--- src/hw/rtl/mcfe_pkg.sv ---
// ----------------------------------------------------------------------------
// mcfe_pkg
// Shared types, codes and fixed-point constants of the motor command frame
// encoder: field limits, scale reciprocals and the rounding helpers.
// ----------------------------------------------------------------------------
package mcfe_pkg;

    // request codes of the input item
    typedef enum logic [1:0] {
        FUNC_TICK    = 2'd0,
        FUNC_ENABLE  = 2'd1,
        FUNC_DISABLE = 2'd2,
        FUNC_ZERO    = 2'd3
    } func_t;

    // control mode codes (code 3 is unused and zeroes every field)
    localparam logic [1:0] MODE_POSITION = 2'd0;
    localparam logic [1:0] MODE_VELOCITY = 2'd1;
    localparam logic [1:0] MODE_TORQUE   = 2'd2;

    // configuration register indexes
    localparam int CFG_INDEX_W = 8;
    localparam int CFG_DATA_W  = 13;
    localparam logic [CFG_INDEX_W-1:0] CFG_CONTROL_MODE  = 8'd0;
    localparam logic [CFG_INDEX_W-1:0] CFG_POSITION_GAIN = 8'd1;
    localparam logic [CFG_INDEX_W-1:0] CFG_DAMPING_GAIN  = 8'd2;
    localparam logic [CFG_INDEX_W-1:0] CFG_NODE_ID       = 8'd3;

    // register reset values
    localparam logic [1:0]  RESET_MODE    = MODE_POSITION;
    localparam logic [12:0] RESET_GAIN    = 13'd64;
    localparam logic [6:0]  RESET_NODE_ID = 7'd1;

    // fixed frames: seven 0xff bytes and a command byte
    localparam logic [55:0] FIXED_HEAD   = 56'hFF_FFFF_FFFF_FFFF;
    localparam logic [7:0]  TAIL_ENABLE  = 8'hFC;
    localparam logic [7:0]  TAIL_DISABLE = 8'hFD;
    localparam logic [7:0]  TAIL_ZERO    = 8'hFE;

    // field limits in the input fixed-point formats
    localparam int POS_LIM = 228764;
    localparam int VEL_LIM = 30720;
    localparam int KP_LIM  = 32000;
    localparam int KD_LIM  = 6400;
    localparam int TRQ_LIM = 24576;

    // code = floor((off * scale + span / 2) / span)
    localparam int POS_SPAN  = 2 * POS_LIM;
    localparam int VEL_SPAN  = 2 * VEL_LIM;
    localparam int KP_SPAN   = KP_LIM;
    localparam int KD_SPAN   = KD_LIM;
    localparam int TRQ_SPAN  = 2 * TRQ_LIM;
    localparam int POS_SCALE = 65535;
    localparam int SET_SCALE = 4095;

    // reciprocals scale * 2^32 / span, rounded down
    localparam int RECIP_SHIFT = 32;
    localparam logic [31:0] POS_RECIP =
        32'((64'(POS_SCALE) << RECIP_SHIFT) / 64'(POS_SPAN));
    localparam logic [31:0] VEL_RECIP =
        32'((64'(SET_SCALE) << RECIP_SHIFT) / 64'(VEL_SPAN));
    localparam logic [31:0] KP_RECIP =
        32'((64'(SET_SCALE) << RECIP_SHIFT) / 64'(KP_SPAN));
    localparam logic [31:0] KD_RECIP =
        32'((64'(SET_SCALE) << RECIP_SHIFT) / 64'(KD_SPAN));
    localparam logic [31:0] TRQ_RECIP =
        32'((64'(SET_SCALE) << RECIP_SHIFT) / 64'(TRQ_SPAN));
    localparam logic [51:0] EST_ROUND = 52'd1 << (RECIP_SHIFT - 1);

    // offsets after clamping, one item per stage
    typedef struct packed {
        logic        fixed;
        logic [7:0]  tail;
        logic [6:0]  frame_id;
        logic        drive_on;
        logic [18:0] pos_off;
        logic [15:0] vel_off;
        logic [12:0] kp_off;
        logic [12:0] kd_off;
        logic [15:0] trq_off;
    } front_item_t;

    // scaled numerators and code estimates
    typedef struct packed {
        logic        fixed;
        logic [7:0]  tail;
        logic [6:0]  frame_id;
        logic        drive_on;
        logic [34:0] pos_num;
        logic [27:0] vel_num;
        logic [25:0] kp_num;
        logic [24:0] kd_num;
        logic [27:0] trq_num;
        logic [15:0] pos_est;
        logic [11:0] vel_est;
        logic [11:0] kp_est;
        logic [11:0] kd_est;
        logic [11:0] trq_est;
    } scale_item_t;

    // final field codes
    typedef struct packed {
        logic [15:0] pos;
        logic [11:0] vel;
        logic [11:0] kp;
        logic [11:0] kd;
        logic [11:0] trq;
    } codes_t;

    // numerator off * scale + span / 2
    function automatic logic [34:0] scaled_num(logic [18:0] off, logic [15:0] scale,
                                               logic [17:0] half);
        return 35'(off) * 35'(scale) + 35'(half);
    endfunction

    // estimate of the rounded code, equal to the code or one below it
    function automatic logic [15:0] est_code(logic [18:0] off, logic [31:0] recip);
        logic [51:0] prod;
        prod = 52'(off) * 52'(recip) + EST_ROUND;
        return prod[RECIP_SHIFT+15:RECIP_SHIFT];
    endfunction

    // remainder check bumps the estimate where it fell one short
    function automatic logic [15:0] fix_code(logic [34:0] num, logic [15:0] est,
                                             logic [18:0] span);
        logic [34:0] rem;
        rem = num - 35'(est) * 35'(span);
        return (rem >= 35'(span)) ? est + 16'd1 : est;
    endfunction

endpackage

--- src/hw/rtl/motor_command_frame_encoder.sv ---
// ----------------------------------------------------------------------------
// motor_command_frame_encoder
// Builds 8-byte actuator command frames from setpoint ticks and drive
// enable, disable and set-zero requests.
// ----------------------------------------------------------------------------
// Usage:
//   s_ channel: one request item (func and the three targets). Enable,
//   disable and set-zero always give a fixed frame; a setpoint tick gives a
//   frame only while the drive is enabled, otherwise it is dropped.
//   m_ channel: frame_id, 64-bit payload (byte 0 in bits 63..56) and the
//   drive flag after the item.
//   cfg_ channel: register writes by index (0 mode, 1 kp, 2 kd, 3 node id),
//   always ready; write only while no item is in flight.
//   Path: an accepted item passes the input stage, the scale stage and the
//   output register in turn.
//   Throughput: one item per cycle while m_ready does not stall the output,
//   set by the three-stage pipeline that moves as a whole.
//   Reset: drive off, mode position, gains 64, node id 1, pipeline empty.
//   Stall: while the output register holds an untaken frame and m_ready is
//   low, the whole pipeline holds and s_ready is low.
// ----------------------------------------------------------------------------
module motor_command_frame_encoder (
    input  logic                              aclk,
    input  logic                              aresetn,
    input  logic                              cfg_valid,
    output logic                              cfg_ready,
    input  logic [mcfe_pkg::CFG_INDEX_W-1:0]  cfg_index,
    input  logic [mcfe_pkg::CFG_DATA_W-1:0]   cfg_data,
    input  logic                              s_valid,
    output logic                              s_ready,
    input  logic [1:0]                        s_func,
    input  logic signed [18:0]                s_position_target,
    input  logic signed [16:0]                s_velocity_target,
    input  logic signed [15:0]                s_torque_target,
    output logic                              m_valid,
    input  logic                              m_ready,
    output logic [6:0]                        m_frame_id,
    output logic [63:0]                       m_frame_payload,
    output logic                              m_drive_on
);

    logic                  advance;
    logic                  a_valid;
    mcfe_pkg::front_item_t a_item;
    logic                  b_valid;
    mcfe_pkg::scale_item_t b_item;
    mcfe_pkg::codes_t      codes;

    logic        m_valid_reg;
    logic [6:0]  m_frame_id_reg;
    logic [63:0] m_frame_payload_reg;
    logic [63:0] m_frame_payload_next;
    logic        m_drive_on_reg;

    // the pipeline moves whenever the output register can take a frame
    assign advance = !m_valid_reg || m_ready;
    assign s_ready = advance;

    mcfe_front u_front (
        .aclk              (aclk),
        .aresetn           (aresetn),
        .cfg_valid         (cfg_valid),
        .cfg_ready         (cfg_ready),
        .cfg_index         (cfg_index),
        .cfg_data          (cfg_data),
        .advance           (advance),
        .s_valid           (s_valid),
        .s_func            (s_func),
        .s_position_target (s_position_target),
        .s_velocity_target (s_velocity_target),
        .s_torque_target   (s_torque_target),
        .a_valid           (a_valid),
        .a_item            (a_item)
    );

    mcfe_scale u_scale (
        .aclk    (aclk),
        .aresetn (aresetn),
        .advance (advance),
        .a_valid (a_valid),
        .a_item  (a_item),
        .b_valid (b_valid),
        .b_item  (b_item),
        .codes   (codes)
    );

    // payload packing
    assign m_frame_payload_next = b_item.fixed ? {mcfe_pkg::FIXED_HEAD, b_item.tail}
                                               : {codes.pos, codes.vel, codes.kp,
                                                  codes.kd, codes.trq};

    // output register
    always_ff @(posedge aclk) begin
        if (!aresetn) begin
            m_valid_reg <= 1'b0;
        end else if (advance) begin
            m_valid_reg <= b_valid;
        end
    end

    always_ff @(posedge aclk) begin
        if (advance) begin
            m_frame_id_reg      <= b_item.frame_id;
            m_frame_payload_reg <= m_frame_payload_next;
            m_drive_on_reg      <= b_item.drive_on;
        end
    end

    assign m_valid         = m_valid_reg;
    assign m_frame_id      = m_frame_id_reg;
    assign m_frame_payload = m_frame_payload_reg;
    assign m_drive_on      = m_drive_on_reg;

    // checks

    // an accepted enable enters the pipeline as a fixed frame with the drive on
    assert property (@(posedge aclk) disable iff (!aresetn)
        (s_valid && s_ready && s_func == mcfe_pkg::FUNC_ENABLE)
        |=> (a_valid && a_item.fixed && a_item.drive_on))
        else $error("enable item lost or flag not set");

    // with the drive off only a disable or set-zero frame can leave
    assert property (@(posedge aclk) disable iff (!aresetn)
        (m_valid && !m_drive_on)
        |-> (m_frame_payload[63:8] == mcfe_pkg::FIXED_HEAD
             && (m_frame_payload[7:0] == mcfe_pkg::TAIL_DISABLE
                 || m_frame_payload[7:0] == mcfe_pkg::TAIL_ZERO)))
        else $error("setpoint frame emitted with drive off");

    // node id zero is saturated to one
    assert property (@(posedge aclk) disable iff (!aresetn)
        m_valid |-> (m_frame_id != 7'd0))
        else $error("frame id zero emitted");

endmodule

--- src/hw/rtl/mcfe_front.sv ---
// ----------------------------------------------------------------------------
// mcfe_front
// Configuration registers, drive-enabled flag, field selection by control
// mode and clamping of each field to an offset from its lower limit.
// ----------------------------------------------------------------------------
module mcfe_front (
    input  logic                              aclk,
    input  logic                              aresetn,
    input  logic                              cfg_valid,
    output logic                              cfg_ready,
    input  logic [mcfe_pkg::CFG_INDEX_W-1:0]  cfg_index,
    input  logic [mcfe_pkg::CFG_DATA_W-1:0]   cfg_data,
    input  logic                              advance,
    input  logic                              s_valid,
    input  logic [1:0]                        s_func,
    input  logic signed [18:0]                s_position_target,
    input  logic signed [16:0]                s_velocity_target,
    input  logic signed [15:0]                s_torque_target,
    output logic                              a_valid,
    output mcfe_pkg::front_item_t             a_item
);

    logic [1:0]  control_mode_reg;
    logic [12:0] position_gain_reg;
    logic [12:0] damping_gain_reg;
    logic [6:0]  node_id_reg;
    logic        drive_enabled_reg;
    logic        drive_enabled_next;
    logic        a_valid_reg;
    logic        a_valid_next;
    mcfe_pkg::front_item_t a_item_reg;
    mcfe_pkg::front_item_t a_item_next;

    mcfe_pkg::func_t    func;
    logic               accept;
    logic signed [18:0] pos_x;
    logic signed [16:0] vel_x;
    logic signed [15:0] trq_x;
    logic [12:0]        kp_x;
    logic [12:0]        kd_x;
    logic signed [19:0] pos_sum;
    logic signed [17:0] vel_sum;
    logic signed [16:0] trq_sum;

    assign cfg_ready = 1'b1;
    assign func      = mcfe_pkg::func_t'(s_func);
    assign accept    = s_valid && advance;

    // configuration writes
    always_ff @(posedge aclk) begin
        if (!aresetn) begin
            control_mode_reg  <= mcfe_pkg::RESET_MODE;
            position_gain_reg <= mcfe_pkg::RESET_GAIN;
            damping_gain_reg  <= mcfe_pkg::RESET_GAIN;
            node_id_reg       <= mcfe_pkg::RESET_NODE_ID;
        end else if (cfg_valid) begin
            unique case (cfg_index)
                mcfe_pkg::CFG_CONTROL_MODE:  control_mode_reg  <= cfg_data[1:0];
                mcfe_pkg::CFG_POSITION_GAIN: position_gain_reg <= cfg_data[12:0];
                mcfe_pkg::CFG_DAMPING_GAIN:  damping_gain_reg  <= cfg_data[12:0];
                mcfe_pkg::CFG_NODE_ID:       node_id_reg       <= cfg_data[6:0];
                default: ;
            endcase
        end
    end

    // fields used by the control mode, the rest taken as zero
    always_comb begin
        pos_x = '0;
        vel_x = '0;
        trq_x = '0;
        kp_x  = '0;
        kd_x  = '0;
        if (control_mode_reg == mcfe_pkg::MODE_POSITION) begin
            pos_x = s_position_target;
            kp_x  = position_gain_reg;
            kd_x  = damping_gain_reg;
        end else if (control_mode_reg == mcfe_pkg::MODE_VELOCITY) begin
            vel_x = s_velocity_target;
            kd_x  = damping_gain_reg;
        end else if (control_mode_reg == mcfe_pkg::MODE_TORQUE) begin
            trq_x = s_torque_target;
        end
    end

    // offsets from the lower limits
    assign pos_sum = 20'(pos_x) + 20'(mcfe_pkg::POS_LIM);
    assign vel_sum = 18'(vel_x) + 18'(mcfe_pkg::VEL_LIM);
    assign trq_sum = 17'(trq_x) + 17'(mcfe_pkg::TRQ_LIM);

    // flag update, frame kind and clamped offsets
    always_comb begin
        drive_enabled_next = drive_enabled_reg;
        a_item_next        = a_item_reg;
        a_valid_next       = 1'b0;

        a_item_next.frame_id = (node_id_reg == 7'd0) ? 7'd1 : node_id_reg;
        a_item_next.fixed    = 1'b1;
        a_item_next.tail     = mcfe_pkg::TAIL_ZERO;

        unique case (func)
            mcfe_pkg::FUNC_TICK: begin
                a_item_next.fixed = 1'b0;
                a_valid_next      = drive_enabled_reg;
            end
            mcfe_pkg::FUNC_ENABLE: begin
                drive_enabled_next = 1'b1;
                a_item_next.tail   = mcfe_pkg::TAIL_ENABLE;
                a_valid_next       = 1'b1;
            end
            mcfe_pkg::FUNC_DISABLE: begin
                drive_enabled_next = 1'b0;
                a_item_next.tail   = mcfe_pkg::TAIL_DISABLE;
                a_valid_next       = 1'b1;
            end
            mcfe_pkg::FUNC_ZERO: begin
                a_valid_next = 1'b1;
            end
            default: ;
        endcase
        a_item_next.drive_on = drive_enabled_next;

        if (pos_sum < 20'sd0) begin
            a_item_next.pos_off = '0;
        end else if (pos_sum > 20'(mcfe_pkg::POS_SPAN)) begin
            a_item_next.pos_off = 19'(mcfe_pkg::POS_SPAN);
        end else begin
            a_item_next.pos_off = pos_sum[18:0];
        end

        if (vel_sum < 18'sd0) begin
            a_item_next.vel_off = '0;
        end else if (vel_sum > 18'(mcfe_pkg::VEL_SPAN)) begin
            a_item_next.vel_off = 16'(mcfe_pkg::VEL_SPAN);
        end else begin
            a_item_next.vel_off = vel_sum[15:0];
        end

        if (trq_sum < 17'sd0) begin
            a_item_next.trq_off = '0;
        end else if (trq_sum > 17'(mcfe_pkg::TRQ_SPAN)) begin
            a_item_next.trq_off = 16'(mcfe_pkg::TRQ_SPAN);
        end else begin
            a_item_next.trq_off = trq_sum[15:0];
        end

        // a 13-bit kp never reaches its limit
        a_item_next.kp_off = kp_x;
        a_item_next.kd_off = (kd_x > 13'(mcfe_pkg::KD_LIM)) ? 13'(mcfe_pkg::KD_LIM) : kd_x;

        if (!accept) begin
            drive_enabled_next = drive_enabled_reg;
            a_valid_next       = 1'b0;
        end
    end

    // flag and input stage
    always_ff @(posedge aclk) begin
        if (!aresetn) begin
            drive_enabled_reg <= 1'b0;
            a_valid_reg       <= 1'b0;
        end else begin
            drive_enabled_reg <= drive_enabled_next;
            if (advance) begin
                a_valid_reg <= a_valid_next;
            end
        end
    end

    always_ff @(posedge aclk) begin
        if (advance) begin
            a_item_reg <= a_item_next;
        end
    end

    assign a_valid = a_valid_reg;
    assign a_item  = a_item_reg;

endmodule

--- src/hw/rtl/mcfe_scale.sv ---
// ----------------------------------------------------------------------------
// mcfe_scale
// Scales the clamped offsets to protocol codes with round-half-up: a
// reciprocal estimate and the numerator are registered, then a remainder
// check corrects the estimate.
// ----------------------------------------------------------------------------
module mcfe_scale (
    input  logic                   aclk,
    input  logic                   aresetn,
    input  logic                   advance,
    input  logic                   a_valid,
    input  mcfe_pkg::front_item_t  a_item,
    output logic                   b_valid,
    output mcfe_pkg::scale_item_t  b_item,
    output mcfe_pkg::codes_t       codes
);

    logic                  b_valid_reg;
    mcfe_pkg::scale_item_t b_item_reg;
    mcfe_pkg::scale_item_t b_item_next;

    // numerators and estimates from the offsets
    always_comb begin
        b_item_next.fixed    = a_item.fixed;
        b_item_next.tail     = a_item.tail;
        b_item_next.frame_id = a_item.frame_id;
        b_item_next.drive_on = a_item.drive_on;

        b_item_next.pos_num = mcfe_pkg::scaled_num(a_item.pos_off,
            16'(mcfe_pkg::POS_SCALE), 18'(mcfe_pkg::POS_LIM));
        b_item_next.vel_num = 28'(mcfe_pkg::scaled_num(19'(a_item.vel_off),
            16'(mcfe_pkg::SET_SCALE), 18'(mcfe_pkg::VEL_LIM)));
        b_item_next.kp_num  = 26'(mcfe_pkg::scaled_num(19'(a_item.kp_off),
            16'(mcfe_pkg::SET_SCALE), 18'(mcfe_pkg::KP_SPAN / 2)));
        b_item_next.kd_num  = 25'(mcfe_pkg::scaled_num(19'(a_item.kd_off),
            16'(mcfe_pkg::SET_SCALE), 18'(mcfe_pkg::KD_SPAN / 2)));
        b_item_next.trq_num = 28'(mcfe_pkg::scaled_num(19'(a_item.trq_off),
            16'(mcfe_pkg::SET_SCALE), 18'(mcfe_pkg::TRQ_LIM)));

        b_item_next.pos_est = mcfe_pkg::est_code(a_item.pos_off, mcfe_pkg::POS_RECIP);
        b_item_next.vel_est = 12'(mcfe_pkg::est_code(19'(a_item.vel_off),
            mcfe_pkg::VEL_RECIP));
        b_item_next.kp_est  = 12'(mcfe_pkg::est_code(19'(a_item.kp_off),
            mcfe_pkg::KP_RECIP));
        b_item_next.kd_est  = 12'(mcfe_pkg::est_code(19'(a_item.kd_off),
            mcfe_pkg::KD_RECIP));
        b_item_next.trq_est = 12'(mcfe_pkg::est_code(19'(a_item.trq_off),
            mcfe_pkg::TRQ_RECIP));
    end

    // scale stage
    always_ff @(posedge aclk) begin
        if (!aresetn) begin
            b_valid_reg <= 1'b0;
        end else if (advance) begin
            b_valid_reg <= a_valid;
        end
    end

    always_ff @(posedge aclk) begin
        if (advance) begin
            b_item_reg <= b_item_next;
        end
    end

    // remainder correction
    always_comb begin
        codes.pos = mcfe_pkg::fix_code(b_item_reg.pos_num, b_item_reg.pos_est,
            19'(mcfe_pkg::POS_SPAN));
        codes.vel = 12'(mcfe_pkg::fix_code(35'(b_item_reg.vel_num),
            16'(b_item_reg.vel_est), 19'(mcfe_pkg::VEL_SPAN)));
        codes.kp  = 12'(mcfe_pkg::fix_code(35'(b_item_reg.kp_num),
            16'(b_item_reg.kp_est), 19'(mcfe_pkg::KP_SPAN)));
        codes.kd  = 12'(mcfe_pkg::fix_code(35'(b_item_reg.kd_num),
            16'(b_item_reg.kd_est), 19'(mcfe_pkg::KD_SPAN)));
        codes.trq = 12'(mcfe_pkg::fix_code(35'(b_item_reg.trq_num),
            16'(b_item_reg.trq_est), 19'(mcfe_pkg::TRQ_SPAN)));
    end

    assign b_valid = b_valid_reg;
    assign b_item  = b_item_reg;

endmodule

--- config.mk ---
export PLATFORM = sky130hd
export DESIGN_NAME = motor_command_frame_encoder
export DESIGN_NICKNAME = d
export VERILOG_FILES = /design/src/hw/rtl/mcfe_pkg.sv /design/src/hw/rtl/motor_command_frame_encoder.sv /design/src/hw/rtl/mcfe_front.sv /design/src/hw/rtl/mcfe_scale.sv
export SDC_FILE = /design/constraint.sdc
export NUM_CORES = 2
export LEC_CHECK = 0
export ABC_AREA = 1
export BUFFER_PORTS_ARGS = -buffer_cell sky130_fd_sc_hd__buf_2
export CELL_PAD_IN_SITES_DETAIL_PLACEMENT = 1
export CELL_PAD_IN_SITES_GLOBAL_PLACEMENT = 1
export CORE_MARGIN = 1
export CORE_UTILIZATION = 51
export DETAILED_ROUTE_END_ITERATION = 8
export GPL_TIMING_DRIVEN = 0
export PLACE_DENSITY = 0.94
export SLEW_MARGIN = 20
export SYNTH_ARGS = -nofsm -noshare
export SYNTH_HDL_FRONTEND = slang
export SYNTH_HIERARCHICAL = 1
export SYNTH_SLANG_ARGS = --single-unit
--- constraint.sdc ---
create_clock -name aclk -period 13.5 [get_ports aclk]
set_input_delay 1.35 -clock aclk [delete_from_list [all_inputs] [get_ports aclk]]
set_output_delay 1.35 -clock aclk [all_outputs]
set_load 0.05 [all_outputs]
==> metrics.cfg <==
[drt]
avgRoutedWirePerCell_um = 22.62
ant_nets = 0
avgViaCountPerCell = 5.666
first_iter_violations = 3811
via_count = 65110
drc = 0
wirelength_um = 260000
dr.pass1.iters = 8

[global_route]
track_usage_pct = 33.50
met3_usage_pct = 5.108
grt_pass1_wl_um = 410200
grt_pass1_vias = 74970
top_usage_layer = met2
antenna_found_initial = 9
use_met1_pct = 38.27
grt_max_degree = 56
grt_overflow_total = 0
use_met2_pct = 59.96

[floorplanning]
initial_utilization_pct = 51.65
coreArea_um2 = 152800
rows = 143
fp.dieW_um = 395.4
ios = 155
die_area_um2 = 156300
fp.dieH_um = 395.4

[synthesis]
syn_avg_cell_area_um2 = 8.583
yosys_warnings = 6
syn_area_um2 = 78930
synth_cells = 9196

[worst_hold_path]
worstHoldPathType = flop to flop
whs_path_depth = 0

[timing]
post-route-min-period_ns = 9.290
finalClockSkew_ns = 0.03139
fmax_ghz = 0.1076
relSlewSlack_pct = 25.67
rsz0062_at_grt = no
setup_violations = 0
hold_viol = 0
tightest_slew_ns = 1.115
timing.final.crit_share_pct = 68.81
slew_violations = 0

[flow_run]
cap_viol_max_count = 0

[clocking]
clkLatencyLatePin_ns = 0.66
hold_buffers = 0
cts_tree = built
cts_root_buf = clkbuf_16
cts_resized = 0
cts.htree.levels = 2
clock_path_buffers = 3
cts_buffers = 52
clk_pin_slew_ns = 0.06
post_cts_buffers = 0
clock_sinks = 385

[finish]
final_cell_mix = 2165 x inv_1, 1592 x nand2_1, 1312 x ha_1, 1119 x fa_1, 551 x nor2_1
fin_nets = 11930
area_delta_synth_final_pct = 6.718
drive_gt1_share_pct = 3.732
largest_reg_flops = 186
final_common_cell = inv_1
utilization_pct = 55.12

[setup_path]
path_max_fanout = 10
crit_arrival_ns = 9.68
start_kind = flop
ff2ff_path_depth = 36
cp_slowest_cell = edfxtp_1
endpoint_kind = flop
critPathRequiredTime_ns = 13.89
cp_slowest_stage_delay_ns = 0.82
worst_path_most_repeated_cell = nand2_1
worstSetupPathType = flop to flop

[place]
portBuffers = 153
gp_routability_congestion = 0.9644
dp_hpwl_um = 223900

[status]
status = complete, no violations

-- worst max-delay path, delay by kind of cell, from the launching register on --
kind,cells,cell delay (ns)
AOI/OAI and AO/OA,4,1.01
xor gates and xnor gates,1,0.17
adders and majority gates,8,4.04
buffers and inverters,6,0.64
DFF,1,0.82
and+or+nand+nor,17,2.30
-- through the flow --
stage / hold WS [ns] / cell area, µm² / instances / worst slack [ns] / TNS [ns]
2_1_floorplan: 0.4003 / 78950 / 9202 / 3.120 / 0
3_3_place_gp: 0.4009 / 82250 / 11390 / -1.237 / -1.237
3_5_place_dp: 0.4052 / 82430 / 11390 / 4.336 / 0
4_1_cts: 0.4154 / 84210 / 11490 / 4.298 / 0
5_1_grt: 0.4251 / 84220 / 11490 / 3.670 / 0
6_report: 0.4156 / 84230 / 11490 / 4.210 / 0
-- layout make-up --
cell class | count | area [µm²]
fill | 18300 | 68570
multi-input combinational | 6587 | 59280
sequential | 385 | 11170
inverter | 2175 | 8164
tap | 2030 | 2540
clock buffer | 61 | 1355
timing repair buffer | 160 | 942.2
clock inverter | 37 | 427.9
buffer | 55 | 336.6
antenna | 3 | 7.507
-- final timing paths --
check	from	to	slack, ns
worst max-delay path	u_scale/b_item[48]$_DFFE_PP_	m_frame_payload[57]$_SDFFCE_PP1P_	4.21
worst min-delay path	u_scale/b_item[206]$_DFFE_PP_	m_drive_on$_DFFE_PP_	0.42
worst max register to register	u_scale/b_item[48]$_DFFE_PP_	m_frame_payload[57]$_SDFFCE_PP1P_	4.21
worst min register to register	u_scale/b_item[206]$_DFFE_PP_	m_drive_on$_DFFE_PP_	0.42
-- per-layer routing --
| metal | wire length [µm] | share of wire (%) |
|---|---|---|
| met5 | 20 | 0.0077 |
| met4 | 15670 | 6.0 |
| met3 | 14150 | 5.4 |
| met2 | 131500 | 51 |
| met1 | 98680 | 38 |
Power is not shown: default switching activity piles up to over one toggle a cycle in this logic, so the estimate is an artifact.
